<file path="src/rtl/i2cm_pkg.sv">
`timescale 1ns / 1ps
package i2cm_pkg;

  localparam int BYTE_BITS = 8;

  // Configuration register indexes (byte address is 4 * index)
  localparam logic [1:0] REG_ACK_TIMEOUT = 2'd0;
  localparam logic [1:0] REG_BIT_PHASE   = 2'd1;
  localparam logic [1:0] REG_EDGE_HOLD   = 2'd2;

  localparam logic [7:0] ACK_TIMEOUT_RST = 8'd250;
  localparam logic [7:0] BIT_PHASE_RST   = 8'd2;
  localparam logic [7:0] EDGE_HOLD_RST   = 8'd4;

  // Raw action codes on the request stream
  localparam logic [2:0] ACT_TICK  = 3'd0;
  localparam logic [2:0] ACT_START = 3'd1;
  localparam logic [2:0] ACT_STOP  = 3'd2;
  localparam logic [2:0] ACT_WRITE = 3'd3;
  localparam logic [2:0] ACT_READ  = 3'd4;
  localparam logic [2:0] ACT_WAIT  = 3'd5;

  typedef enum logic [2:0] {
    CMD_NONE,
    CMD_START,
    CMD_STOP,
    CMD_WRITE,
    CMD_READ,
    CMD_WAIT_ACK
  } cmd_t;

  typedef struct packed {
    cmd_t       cmd;
    logic [7:0] tx_byte;
    logic       ack_to_send;
    logic       sda_sample;
  } item_t;

  typedef struct packed {
    logic [7:0] ack_timeout_ticks;
    logic [7:0] bit_phase_ticks;
    logic [7:0] edge_hold_ticks;
  } cfg_t;

  typedef struct packed {
    logic       ack_missing;
    logic [7:0] rx_byte;
    logic       done_res;
    logic       busy_res;
    logic       sda_drive;
    logic       sda_level;
    logic       scl_level;
  } result_t;

endpackage

</file>
<file path="src/rtl/i2cm_front.sv">
`timescale 1ns / 1ps
module i2cm_front
  import i2cm_pkg::*;
(
  input  logic        clk,
  input  logic        rst_n,
  input  logic        in_tvalid,
  output logic        in_tready,
  input  logic [15:0] in_tdata,
  output logic        q_valid,
  input  logic        q_ready,
  output item_t       q_item
);

  item_t      slot_r [2];
  logic       wr_ptr_r, wr_ptr_nxt;
  logic       rd_ptr_r, rd_ptr_nxt;
  logic [1:0] count_r, count_nxt;
  item_t      dec;
  logic       push, pop;

  // Classify the raw action; unused codes become plain ticks
  always_comb begin
    unique case (in_tdata[2:0])
      ACT_START: dec.cmd = CMD_START;
      ACT_STOP:  dec.cmd = CMD_STOP;
      ACT_WRITE: dec.cmd = CMD_WRITE;
      ACT_READ:  dec.cmd = CMD_READ;
      ACT_WAIT:  dec.cmd = CMD_WAIT_ACK;
      default:   dec.cmd = CMD_NONE;
    endcase
    dec.tx_byte     = in_tdata[10:3];
    dec.ack_to_send = in_tdata[11];
    dec.sda_sample  = in_tdata[12];
  end

  assign in_tready = (count_r != 2'd2);
  assign push      = in_tvalid && in_tready;
  assign q_valid   = (count_r != 2'd0);
  assign pop       = q_valid && q_ready;
  assign q_item    = slot_r[rd_ptr_r];

  always_comb begin
    wr_ptr_nxt = push ? ~wr_ptr_r : wr_ptr_r;
    rd_ptr_nxt = pop ? ~rd_ptr_r : rd_ptr_r;
    count_nxt  = count_r + {1'b0, push} - {1'b0, pop};
  end

  always_ff @(posedge clk) begin
    if (!rst_n) begin
      wr_ptr_r <= 1'b0;
      rd_ptr_r <= 1'b0;
      count_r  <= 2'd0;
    end else begin
      wr_ptr_r <= wr_ptr_nxt;
      rd_ptr_r <= rd_ptr_nxt;
      count_r  <= count_nxt;
    end
  end

  always_ff @(posedge clk) begin
    if (push) begin
      slot_r[wr_ptr_r] <= dec;
    end
  end

endmodule

</file>
<file path="src/rtl/i2cm_back.sv">
`timescale 1ns / 1ps
module i2cm_back
  import i2cm_pkg::*;
(
  input  logic        clk,
  input  logic        rst_n,
  input  cfg_t        cfg,
  input  logic        q_valid,
  output logic        q_ready,
  input  item_t       q_item,
  output logic        out_tvalid,
  input  logic        out_tready,
  output logic [15:0] out_tdata
);

  typedef enum logic [3:0] {
    ST_IDLE, ST_START_HI, ST_START_LO, ST_STOP_LO, ST_STOP_HI,
    ST_WR_SETUP, ST_WR_HIGH, ST_WR_LOW, ST_RD_LOW, ST_RD_HIGH,
    ST_ACK_LOW, ST_ACK_HIGH, ST_WA_REL, ST_WA_HIGH
  } state_t;

  state_t     state_r, state_nxt;
  logic [3:0] bit_idx_r, bit_idx_nxt;
  logic [7:0] shift_r, shift_nxt;
  logic [7:0] timer_r, timer_nxt;
  logic [7:0] tmo_r, tmo_nxt;
  logic       pend_ack_r, pend_ack_nxt;
  logic       scl_r, scl_nxt;
  logic       sda_r, sda_nxt;
  logic       dir_r, dir_nxt;
  logic [7:0] rx_hold_r, rx_hold_nxt;
  logic       miss_r, miss_nxt;
  logic       done;
  logic       do_enter;
  state_t     ent;
  logic [3:0] bit_inc;
  logic [7:0] seg;
  logic       out_valid_r;
  result_t    out_r, res;
  logic       step;

  assign q_ready    = !out_valid_r || out_tready;
  assign step       = q_valid && q_ready;
  assign out_tvalid = out_valid_r;
  assign out_tdata  = {2'b00, out_r};
  assign bit_inc    = bit_idx_r + 4'd1;

  always_comb begin
    state_nxt    = state_r;
    bit_idx_nxt  = bit_idx_r;
    shift_nxt    = shift_r;
    timer_nxt    = timer_r;
    tmo_nxt      = tmo_r;
    pend_ack_nxt = pend_ack_r;
    scl_nxt      = scl_r;
    sda_nxt      = sda_r;
    dir_nxt      = dir_r;
    rx_hold_nxt  = rx_hold_r;
    miss_nxt     = miss_r;
    done         = 1'b0;
    do_enter     = 1'b0;
    ent          = ST_IDLE;
    seg          = 8'd0;

    if (state_r == ST_IDLE || state_r > ST_WA_HIGH) begin
      state_nxt = ST_IDLE;
      unique case (q_item.cmd)
        CMD_START: begin
          do_enter = 1'b1;
          ent      = ST_START_HI;
        end
        CMD_STOP: begin
          do_enter = 1'b1;
          ent      = ST_STOP_LO;
        end
        CMD_WRITE: begin
          bit_idx_nxt = 4'd0;
          shift_nxt   = q_item.tx_byte;
          do_enter    = 1'b1;
          ent         = ST_WR_SETUP;
        end
        CMD_READ: begin
          bit_idx_nxt  = 4'd0;
          shift_nxt    = 8'd0;
          pend_ack_nxt = q_item.ack_to_send;
          do_enter     = 1'b1;
          ent          = ST_RD_LOW;
        end
        CMD_WAIT_ACK: begin
          tmo_nxt  = 8'd0;
          miss_nxt = 1'b0;
          do_enter = 1'b1;
          ent      = ST_WA_REL;
        end
        default: ;
      endcase
    end else if (timer_r != 8'd0) begin
      timer_nxt = timer_r - 8'd1;
    end else begin
      unique case (state_r)
        ST_START_HI: begin do_enter = 1'b1; ent = ST_START_LO; end
        ST_START_LO: begin
          scl_nxt   = 1'b0;
          state_nxt = ST_IDLE;
          timer_nxt = 8'd0;
          done      = 1'b1;
        end
        ST_STOP_LO: begin do_enter = 1'b1; ent = ST_STOP_HI; end
        ST_STOP_HI: begin
          state_nxt = ST_IDLE;
          timer_nxt = 8'd0;
          done      = 1'b1;
        end
        ST_WR_SETUP: begin do_enter = 1'b1; ent = ST_WR_HIGH; end
        ST_WR_HIGH:  begin do_enter = 1'b1; ent = ST_WR_LOW; end
        ST_WR_LOW: begin
          bit_idx_nxt = bit_inc;
          if (bit_inc < 4'(BYTE_BITS)) begin
            shift_nxt = {shift_r[6:0], 1'b0};
            do_enter  = 1'b1;
            ent       = ST_WR_SETUP;
          end else begin
            state_nxt = ST_IDLE;
            timer_nxt = 8'd0;
            done      = 1'b1;
          end
        end
        ST_RD_LOW: begin do_enter = 1'b1; ent = ST_RD_HIGH; end
        ST_RD_HIGH: begin
          bit_idx_nxt = bit_inc;
          do_enter    = 1'b1;
          ent         = (bit_inc < 4'(BYTE_BITS)) ? ST_RD_LOW : ST_ACK_LOW;
        end
        ST_ACK_LOW: begin do_enter = 1'b1; ent = ST_ACK_HIGH; end
        ST_ACK_HIGH: begin
          scl_nxt     = 1'b0;
          rx_hold_nxt = shift_r;
          state_nxt   = ST_IDLE;
          timer_nxt   = 8'd0;
          done        = 1'b1;
        end
        ST_WA_REL: begin do_enter = 1'b1; ent = ST_WA_HIGH; end
        ST_WA_HIGH: begin
          if (!q_item.sda_sample) begin
            scl_nxt   = 1'b0;
            state_nxt = ST_IDLE;
            timer_nxt = 8'd0;
            done      = 1'b1;
          end else if (tmo_r >= cfg.ack_timeout_ticks) begin
            // timed out: flag it and send a stop
            miss_nxt = 1'b1;
            do_enter = 1'b1;
            ent      = ST_STOP_LO;
          end else begin
            tmo_nxt = tmo_r + 8'd1;
          end
        end
        default: begin
          state_nxt = ST_IDLE;
          timer_nxt = 8'd0;
        end
      endcase
    end

    // Load the new segment: its levels and its length
    if (do_enter) begin
      state_nxt = ent;
      if (ent == ST_START_HI || ent == ST_START_LO || ent == ST_STOP_LO ||
          ent == ST_STOP_HI) begin
        seg = cfg.edge_hold_ticks;
      end else begin
        seg = cfg.bit_phase_ticks;
      end
      timer_nxt = (seg == 8'd0) ? 8'd0 : seg - 8'd1;
      unique case (ent)
        ST_START_HI: begin dir_nxt = 1'b1; sda_nxt = 1'b1; scl_nxt = 1'b1; end
        ST_START_LO: sda_nxt = 1'b0;
        ST_STOP_LO:  begin dir_nxt = 1'b1; scl_nxt = 1'b0; sda_nxt = 1'b0; end
        ST_STOP_HI:  begin scl_nxt = 1'b1; sda_nxt = 1'b1; end
        ST_WR_SETUP: begin dir_nxt = 1'b1; scl_nxt = 1'b0; sda_nxt = shift_nxt[7]; end
        ST_RD_LOW:   begin dir_nxt = 1'b0; scl_nxt = 1'b0; end
        ST_ACK_LOW:  begin dir_nxt = 1'b1; scl_nxt = 1'b0; sda_nxt = !pend_ack_nxt; end
        ST_WA_REL:   begin dir_nxt = 1'b0; sda_nxt = 1'b1; end
        ST_WR_HIGH, ST_RD_HIGH, ST_ACK_HIGH, ST_WA_HIGH: scl_nxt = 1'b1;
        ST_WR_LOW:   scl_nxt = 1'b0;
        default: ;
      endcase
    end

    // Sample the data bit on the last tick of SCL high
    if (state_nxt == ST_RD_HIGH && timer_nxt == 8'd0) begin
      shift_nxt = {shift_nxt[6:0], q_item.sda_sample};
    end

    res.scl_level   = scl_nxt;
    res.sda_level   = sda_nxt;
    res.sda_drive   = dir_nxt;
    res.busy_res    = (state_nxt != ST_IDLE);
    res.done_res    = done;
    res.rx_byte     = rx_hold_nxt;
    res.ack_missing = miss_nxt;
  end

  always_ff @(posedge clk) begin
    if (!rst_n) begin
      state_r     <= ST_IDLE;
      bit_idx_r   <= 4'd0;
      shift_r     <= 8'd0;
      timer_r     <= 8'd0;
      tmo_r       <= 8'd0;
      pend_ack_r  <= 1'b0;
      scl_r       <= 1'b1;
      sda_r       <= 1'b1;
      dir_r       <= 1'b1;
      rx_hold_r   <= 8'd0;
      miss_r      <= 1'b0;
      out_valid_r <= 1'b0;
    end else begin
      if (step) begin
        state_r    <= state_nxt;
        bit_idx_r  <= bit_idx_nxt;
        shift_r    <= shift_nxt;
        timer_r    <= timer_nxt;
        tmo_r      <= tmo_nxt;
        pend_ack_r <= pend_ack_nxt;
        scl_r      <= scl_nxt;
        sda_r      <= sda_nxt;
        dir_r      <= dir_nxt;
        rx_hold_r  <= rx_hold_nxt;
        miss_r     <= miss_nxt;
      end
      if (q_ready) begin
        out_valid_r <= step;
      end
    end
  end

  always_ff @(posedge clk) begin
    if (step) begin
      out_r <= res;
    end
  end

endmodule

</file>
<file path="src/rtl/i2c_master_bit_engine_top.sv">
`timescale 1ns / 1ps
// I2C master bit engine: one request is one bus tick, one result per request.
// An accepted request is written into a queue slot; the tick logic then loads its result
// into the output register once that register is empty or out_tready is high.
// Throughput: one request per cycle while out_tready is high, set by the tick update.
// Reset (rst_n low, synchronous): queue empty, controller idle, SCL/SDA driven high.
module i2c_master_bit_engine_top
  import i2cm_pkg::*;
(
  input  logic        clk,
  input  logic        rst_n,
  // request stream
  input  logic        in_tvalid,
  output logic        in_tready,
  input  logic [15:0] in_tdata,   // action[2:0], tx_byte[10:3], ack_to_send[11], sda_sample[12]
  // result stream
  output logic        out_tvalid,
  input  logic        out_tready,
  output logic [15:0] out_tdata,  // scl_level[0], sda_level[1], sda_drive[2], busy_res[3],
                                  // done_res[4], rx_byte[12:5], ack_missing[13]
  // configuration port
  input  logic        cfg_psel,
  input  logic        cfg_penable,
  input  logic        cfg_pwrite,
  input  logic [3:0]  cfg_paddr,
  input  logic [31:0] cfg_pwdata,
  output logic [31:0] cfg_prdata,
  output logic        cfg_pready
);

  cfg_t       cfg_r, cfg_nxt;
  logic       cfg_wr;
  logic [1:0] cfg_idx;
  logic       q_valid;
  logic       q_ready;
  item_t      q_item;

  // Configuration registers: written on the access phase, never stall
  assign cfg_pready = 1'b1;
  assign cfg_idx    = cfg_paddr[3:2];
  assign cfg_wr     = cfg_psel && cfg_penable && cfg_pwrite && cfg_pready;

  always_comb begin
    cfg_nxt = cfg_r;
    if (cfg_wr) begin
      unique case (cfg_idx)
        REG_ACK_TIMEOUT: cfg_nxt.ack_timeout_ticks = cfg_pwdata[7:0];
        REG_BIT_PHASE:   cfg_nxt.bit_phase_ticks   = cfg_pwdata[7:0];
        REG_EDGE_HOLD:   cfg_nxt.edge_hold_ticks   = cfg_pwdata[7:0];
        default: ;  // unmapped: drop the write
      endcase
    end
  end

  always_comb begin
    unique case (cfg_idx)
      REG_ACK_TIMEOUT: cfg_prdata = {24'd0, cfg_r.ack_timeout_ticks};
      REG_BIT_PHASE:   cfg_prdata = {24'd0, cfg_r.bit_phase_ticks};
      REG_EDGE_HOLD:   cfg_prdata = {24'd0, cfg_r.edge_hold_ticks};
      default:         cfg_prdata = 32'd0;
    endcase
  end

  always_ff @(posedge clk) begin
    if (!rst_n) begin
      cfg_r.ack_timeout_ticks <= ACK_TIMEOUT_RST;
      cfg_r.bit_phase_ticks   <= BIT_PHASE_RST;
      cfg_r.edge_hold_ticks   <= EDGE_HOLD_RST;
    end else begin
      cfg_r <= cfg_nxt;
    end
  end

  // Front: take requests, decode the action, park them in a two-entry queue
  i2cm_front u_front (
    .clk       (clk),
    .rst_n     (rst_n),
    .in_tvalid (in_tvalid),
    .in_tready (in_tready),
    .in_tdata  (in_tdata),
    .q_valid   (q_valid),
    .q_ready   (q_ready),
    .q_item    (q_item)
  );

  // Back: advance the bus state machine one tick per request, register the result
  i2cm_back u_back (
    .clk        (clk),
    .rst_n      (rst_n),
    .cfg        (cfg_r),
    .q_valid    (q_valid),
    .q_ready    (q_ready),
    .q_item     (q_item),
    .out_tvalid (out_tvalid),
    .out_tready (out_tready),
    .out_tdata  (out_tdata)
  );

endmodule
</file>
<file path="config.mk">
export PLATFORM = sky130hd
export DESIGN_NAME = i2c_master_bit_engine_top
export DESIGN_NICKNAME = d
export VERILOG_FILES = /design/src/rtl/i2cm_pkg.sv /design/src/rtl/i2cm_front.sv /design/src/rtl/i2cm_back.sv /design/src/rtl/i2c_master_bit_engine_top.sv
export SDC_FILE = /design/constraint.sdc
export NUM_CORES = 1
export LEC_CHECK = 0
export ABC_AREA = 1
export BUFFER_PORTS_ARGS = -buffer_cell sky130_fd_sc_hd__buf_4
export CORE_MARGIN = 8
export CORE_UTILIZATION = 45
export DETAILED_ROUTE_END_ITERATION = 8
export GPL_ROUTABILITY_DRIVEN = 0
export GPL_TIMING_DRIVEN = 0
export HOLD_SLACK_MARGIN = 0.02
export PLACE_DENSITY = 0.77
export SETUP_SLACK_MARGIN = 0.15
export SKIP_LAST_GASP = 1
export SLEW_MARGIN = 5
export SYNTH_ARGS = -nofsm -noshare
export SYNTH_HDL_FRONTEND = slang
export SYNTH_SLANG_ARGS = --single-unit
</file>
<file path="constraint.sdc">
create_clock -name clk -period 3.5 [get_ports clk]
set_input_delay 0 -clock clk [delete_from_list [all_inputs] [get_ports clk]]
set_output_delay 0 -clock clk [all_outputs]
set_load 0.02 [all_outputs]
</file>
==> results.toml, run 1 <==
[sta]
setup_viol = 8
period_minus_slack_ns = 3.65
maxSlewViolCount = 0
tightest_slew_ns = 1.35
min_period_over_period_pct = 104
slew_headroom_pct = 9.87
timing.fmax_ghz = 0.274
rsz0062_at_grt = "yes"
finalClockSkew_ns = 0.00850
setup_ws_ns = -0.152
hold_viol_final = 0

[power]
vdd_drop_max_mv = 0.737
powerDensity_mw_per_mm2 = 1090
p_leak_uw = 0.00400

[clocking]
cts_sinks = 115
cts_buffers = 17
htreeDepth = 4
path_clk_slew_ns = 0.05
cts-root-buf = "clkbuf_16"
clockBufferDepth = 2
clk_latency_ns = 0.43
cts_tree = "done"

[layout]
drive_gt1_share_pct = 26.6
n_antenna_cell = 0
syn_to_final_growth_pct = 35.5
final_core_util_pct = 62.2
fill_cells = 1188
ff_latch_area_mm2 = 0.00272
nNetsFinal = 1131
multi_input_area_mm2 = 0.00371

[synth]
synth_seq_cells = 115
postSynthAreaPerCell_um2 = 7.46
netlist_instances = 891
yosysUniqueCellTypes = 46
synth_edf_count = 40
async_flop_share_pct = 0
syn_area_mm2 = 0.00665
ys.warnings.count = 0
ys.flop_type = "dfxtp_1"
ys_seq_area_share_pct = 40.6

[global_routing]
grt_pass1_vias = 6137
grt_pass1_wl_um = 29400
antenna_found_initial = 0
grt_usage_pct = 19.6
grt_max_degree = 25
gr-total-overflow = 0

[detailed_routing]
ant_nets = 0
drc = 0
drt_wl_total_um = 18700
wl_met2_um = 8900
top_layer_used = "met4"
num_vias = 6670
wl_met1_um = 7460
route.met3.wl_um = 1610
drt_iter0_markers = 675
vias_per_cell = 5.33
first_pass_iters = 7
wl_per_cell_um = 15.0

[die]
start_util_pct = 45.9
die_w_um = 138
die_area_mm2 = 0.0189
row_count = 44
die_h_um = 138
core_mm2 = 0.0145
ios = 110

[worst_setup_path]
r2r_end = "u_back.shift_r[4]"
cp-end-kind = "flip-flop"
critPathKind = "reg -> reg"
critPathLaunchType = "flip-flop"
rr_worst_depth = 26
regToRegStartpoint = "u_back.timer_r[5]"
required_ns = 3.86
worstPathArrival_ns = 4.01
reg2reg_slack_ns = -0.15
critPathMaxFanout = 8

[placement]
hpwl_um = 12000
io_buffers = 52
post-place-ws_ns = -0.352

[job]
maxCapViolCount = 0

[hold_path]
min_path_type = "in -> reg"
hp-start = "cfg_penable"
holdPathEnd = "cfg_r[2]"
hold_path_depth = 5

[run_status]
status = "finished with violations"
violations = "setup timing"
[logic make-up (layout without fill, tap and decap cells)]
| group | Yosys count | count (layout) | synth area share (%) |
|---|---|---|---|
| AOI/OAI and AO/OA | 207 | 207 | 18.3 |
| buffers and inverters | 181 | 331 | 12.0 |
| other | 2 | 27 | 0.113 |
| muxes | 2 | 2 | 0.301 |
| adders and majority gates | 17 | 17 | 3.20 |
| DFF | 115 | 115 | 40.6 |
| xor gates and xnor gates | 5 | 5 | 0.658 |
| and+or+nand+nor | 362 | 364 | 24.9 |
[report_power, final]
| group | total, uW | switching (uW) | internal [uW] | leakage (uW) |
|---|---|---|---|---|
| clock | 1630 | 597 | 1040 | 0.000262 |
| sequential | 1930 | 165 | 1760 | 0.000995 |
| combinational | 6250 | 3940 | 2310 | 0.00275 |
[how the worst max path moves through the flow]
stage | from | slack (ns) | end
after floorplan | cfg_r[19] | 0.32 | u_back.shift_r[3]
after global placement | cfg_r[19] | -0.29 | u_back.shift_r[0]
after detailed placement | cfg_r[19] | -0.35 | u_back.shift_r[6]
after CTS | cfg_r[18] | 0.06 | u_back.shift_r[6]
after global routing | u_back.state_r[2] | -0.32 | u_back.shift_r[4]
final | u_back.timer_r[5] | -0.15 | u_back.shift_r[4]
[sequential cells by signal, summed over array words and instances (netlist names), 2 cells and up, named ones only]
| signal | cells |
|---|---|
| u_back.rx_hold_r | 8 |
| u_back.out_tdata | 14 |
| u_back.bit_idx_r | 4 |
| u_front.slot_r | 26 |
| u_front.count_r | 2 |
| u_back.state_r | 4 |
| u_back.tmo_r | 8 |
| cfg_r | 24 |
| u_back.shift_r | 8 |
| u_back.timer_r | 8 |
[placed cells by master, fill, tap and decap left out, drive strengths merged, types with 3 or more instances in the layout]
cell,instances
a211oi,4
a21oi,75
a31oi,3
buf,126
clkbuf,40
clkinv,5
clkinvlp,3
conb,27
dfxtp,75
dlygate4sd3,23
edfxtp,40
ha,17
inv,132
nand2,191
nand3,72
nor2,83
nor3,10
nor3b,3
o211ai,17
o21ai,85
o221ai,8
o22ai,5
o31ai,3
xor2,5
[cell usage after synthesis (3+ instances only)]
| cell type | count | share of area, % |
|---|---|---|
| a21oi_4 | 3 | 0.73 |
| o221ai_1 | 8 | 1.1 |
| dfxtp_1 | 75 | 23 |
| a31oi_1 | 3 | 0.28 |
| o31ai_1 | 3 | 0.34 |
| o21ai_1 | 4 | 0.30 |
| o21ai_0 | 78 | 5.9 |
| xor2_1 | 5 | 0.66 |
| a21oi_1 | 71 | 5.3 |
| nand2_1 | 174 | 9.8 |
| inv_2 | 7 | 0.40 |
| edfxtp_1 | 40 | 18 |
| nor2_2 | 12 | 1.1 |
| nor3_1 | 9 | 0.68 |
| nand2_4 | 7 | 1.2 |
| a211oi_1 | 4 | 0.45 |
| o211ai_1 | 17 | 1.9 |
| nor2_1 | 67 | 3.8 |
| nor3b_1 | 3 | 0.34 |
| nand3_1 | 70 | 5.3 |
| buf_4 | 28 | 3.2 |
| clkbuf_1 | 19 | 1.1 |
| o22ai_1 | 5 | 0.47 |
| nand2_2 | 10 | 0.94 |
| inv_1 | 124 | 7.0 |
| ha_1 | 17 | 3.2 |
[area by class of cell]
type	count	share of cell area (%)
buffer	49	3.30
clock buffer	22	4.93
clock inverter	10	1.22
inverter	132	5.58
multi-input combinational	622	41.2
sequential	115	30.2
tap	184	2.55
timing repair buffer	118	11.0
[through the flow]
stage          TNS, ns  area [um2]  total power, uW  cells  hold slack [ns]
6_report         -1.07        9010             9810   1252            0.101
3_3_place_gp     -2.27        7360             6010   1152            0.187
3_5_place_dp     -2.76        7360             6090   1152            0.188
5_1_grt          -2.45        9010            10400   1252            0.136
4_1_cts              0        8830             9110   1245           0.0803
2_1_floorplan        0        6740             5110    916           0.0989
[repair_timing]
item / 4_1_cts / 5_1_grt
hold buffers: 23 / 0
gates resized for setup: 89 / 34
gates cloned: 2 / 0
endpoints found under the setup margin: 13 / 14
endpoints found under the hold margin: 52 / 0
buffers inserted: 36 / 7
pin swaps: 67 / 31
[worst max-delay path, cell delays in order, from the launching register on]
cell and delay, ns:
dfxtp_1 0.35, nor2_1 0.21, nand2_1 0.13, nor3_4 0.18, buf_6 0.15, nand2_4 0.07
a21oi_4 0.20, a21oi_4 0.09, buf_12 0.15, nand2_8 0.10, nand2_8 0.08, nand2_4 0.09
nand2_2 0.06, nand2_4 0.11, ha_4 0.15, nand3_2 0.06, nor2_2 0.16, nand2_2 0.15
nand2_4 0.14, nor2_2 0.07, nor2_2 0.18, nand2_4 0.13, nor2_8 0.14, nand2_4 0.10
nand2_2 0.07, nand3_1 0.08, a21oi_2 0.13
[routing by layer]
metal | global-route usage [%] | vias to the layer above
met3 | 4.85 | 72
met1 | 24.1 | 3017
met5 | 0 | -
met2 | 31.2 | 329
li1 | - | 3252
met4 | 10.1 | 0
(Power assumes the default switching activity.)
==> run 2: changes to the inputs <==
Settings changed: SYNTH_HIERARCHICAL from default to 1.
==> results.toml, run 2 <==
[sta]
slew_headroom_pct = 27.2
period_minus_slack_ns = 3.62
hold_viol_final = 0
fin_setup_tns_ns = -0.844
whs_ns = 0.0530
min_period_over_period_pct = 103
finalClockSkew_ns = 0.0112
rsz0062_at_grt = "yes"
setup_ws_ns = -0.118
timing.fmax_ghz = 0.276
maxSlewViolCount = 0
setup_viol = 8
tightest_slew_ns = 1.09

[synth]
ys.warnings.count = 6
yosysTopAreaCell = "dfxtp_1"
ys.flop_type = "dfxtp_1"
synth_seq_cells = 115
async_flop_share_pct = 0
postSynthAreaPerCell_um2 = 7.18
syn_area_mm2 = 0.00720
synth_area_leaders = "dfxtp_1 (21%), edfxtp_1 (17%), nand2_1 (11%), nand3_1 (7.1%), inv_1 (6.9%)"
synth_top_cell_area_share_pct = 20.8
ys_seq_area_share_pct = 37.5
synth_most_common_cell = "nand2_1"
netlist_instances = 1003
synthTopCellsByCount = "nand2_1 (220), inv_1 (132), nand3_1 (102)"
yosysUniqueCellTypes = 49
synth_edf_count = 40

[detailed_routing]
wl_per_cell_um = 14.4
num_vias = 7229
drt_iter0_markers = 644
drt_wl_total_um = 20200
vias_per_cell = 5.16
ant_nets = 0
first_pass_iters = 8
drc = 0

[worst_setup_path]
cp-endpoint = "u_back/shift_r[7]"
r2r_end = "u_back/shift_r[7]"
critPathMaxFanout = 8
critPathKind = "reg -> reg"
reg2reg_slack_ns = -0.12
required_ns = 3.78
worstPathArrival_ns = 3.90
critPathLaunchType = "flip-flop"
cp-end-kind = "flip-flop"
rr_worst_depth = 26

[global_routing]
antenna_found_initial = 0
grt_pass1_vias = 6815
gr-total-overflow = 0
grt_max_degree = 24
grt_usage_pct = 19.4
grt_pass1_wl_um = 32000

[layout]
final_common_cell = "nand2_1"
final_core_util_pct = 61.8
largest_reg_flops = 26
drive_gt1_share_pct = 28.6
fill_cells = 1247
final_area_mm2 = 0.00975
syn_to_final_growth_pct = 35.3
top_register = "u_front/slot_r"
ff_latch_area_mm2 = 0.00272
n_antenna_cell = 0
nNetsFinal = 1249
final_cell_mix = "nand2_1 (190), inv_1 (126), buf_4 (117)"
multi_input_area_mm2 = 0.00412

[clocking]
htreeDepth = 4
clk_latency_ns = 0.42
cts_buffers = 17
cts_tree = "done"
cts_sinks = 115
cts-root-buf = "clkbuf_16"
clockBufferDepth = 2
path_clk_slew_ns = 0.05

[die]
start_util_pct = 45.7
ios = 110
die_h_um = 143
core_mm2 = 0.0158
die_w_um = 143
die_area_mm2 = 0.0203
row_count = 46

[run_status]
violations = "setup timing"
status = "finished with violations"

[placement]
io_buffers = 53
dpl-instance-area_mm2 = 0.00796
hpwl_um = 13200
post-place-ws_ns = -0.494

[power]
p_leak_uw = 0.00442
vdd_drop_max_mv = 0.580
powerDensity_mw_per_mm2 = 994

[hold_path]
min_path_type = "in -> reg"

[job]
maxCapViolCount = 0
-- run 2: changes by cell type in the layout (fill, tap and decap cells not counted), moves of 7 or more --
cell	delta
a21oi_1	-18
dlygate4sd3_1	+11
inv_1	+11
inv_2	+17
mux2_4	+11
nand2_1	+40
nand2_2	+7
nand3_1	+21
nand3_2	+16
nor2_1	+34
o21ai_0	-16
-- run 2: through the flow --
stage	instances	power (uW)
floorplan	1027	5140
global placement	1296	6080
detailed placement	1296	6160
CTS	1384	8750
global route	1402	10300
finish	1402	9690
-- run 2: repair_timing --
item	in CTS	in global routing
hold buffers	34	0
pin swaps	45	53
hold endpoints to repair	55	0
buffers inserted	22	18
resized for setup	62	66
endpoints found under the setup margin	16	15
-- run 2: cell families (layout without fill, tap and decap cells) --
logic type | count (synthesis) | after routing | synth area share (%)
xor gates and xnor gates | 5 | 5 | 0.608
buffers and inverters | 213 | 372 | 13.2
muxes | 13 | 13 | 2.55
adders and majority gates | 17 | 17 | 2.95
AOI/OAI and AO/OA | 157 | 157 | 12.8
DFF | 115 | 115 | 37.5
and+or+nand+nor | 480 | 480 | 30.2
other | 3 | 27 | 0.156
-- run 2: layer usage --
layer	GRT usage (%)	part of all wire, %	vias to the layer above
met5	0	0	-
met1	23.2	40	3300
li1	-	-	3540
met3	4.13	7.9	65
met4	10.6	3.3	0
met2	31.9	48	324
-- run 2: cell type report --
class / instances / area share [%]
multi-input cells: 699 / 42.3
flip-flops and latches: 115 / 27.9
repair buffers: 127 / 11.1
inverters: 160 / 6.24
clock buffers: 22 / 4.66
plain buffers: 53 / 3.67
well taps: 216 / 2.77
clock inverters: 10 / 1.40
-- run 2: worst min path at each step --
stage / slack, ns / from / cells past startpoint / endpoint
2_1_floorplan: 0.09 / rst_n / 2 / u_front/count_r[0]
3_3_place_gp: 0.19 / in_tdata[6] / 1 / u_front/slot_r[0][5]
3_5_place_dp: 0.19 / in_tdata[8] / 1 / u_front/slot_r[0][7]
4_1_cts: 0.02 / cfg_pwrite / 6 / cfg_r[15]
5_1_grt: 0.08 / out_tready / 4 / u_back/out_tvalid
6_report: 0.05 / cfg_pwrite / 6 / cfg_r[15]
-- run 2: where the power goes --
part,switching [uW],internal (uW)
registers,152,1750
logic,3810,2250
clock network,598,1130
-- run 2: worst max-delay path: stages, from the launching register on --
cell,delay (ns)
dfxtp_4,0.36
buf_12,0.13
buf_4,0.13
mux2_4,0.30
inv_2,0.12
nor2_2,0.10
nand2_4,0.10
nand2_4,0.05
a21boi_4,0.34
nand2_4,0.16
nand2_8,0.12
buf_4,0.13
nand3b_1,0.10
nand2_2,0.12
nand2_2,0.09
nor2_2,0.12
nand2_2,0.09
nand2_2,0.10
nor2_4,0.04
nor2_4,0.12
buf_6,0.13
nand2_4,0.05
nor2_4,0.13
buf_12,0.14
nand3_2,0.07
nand3_2,0.07
a21oi_1,0.06
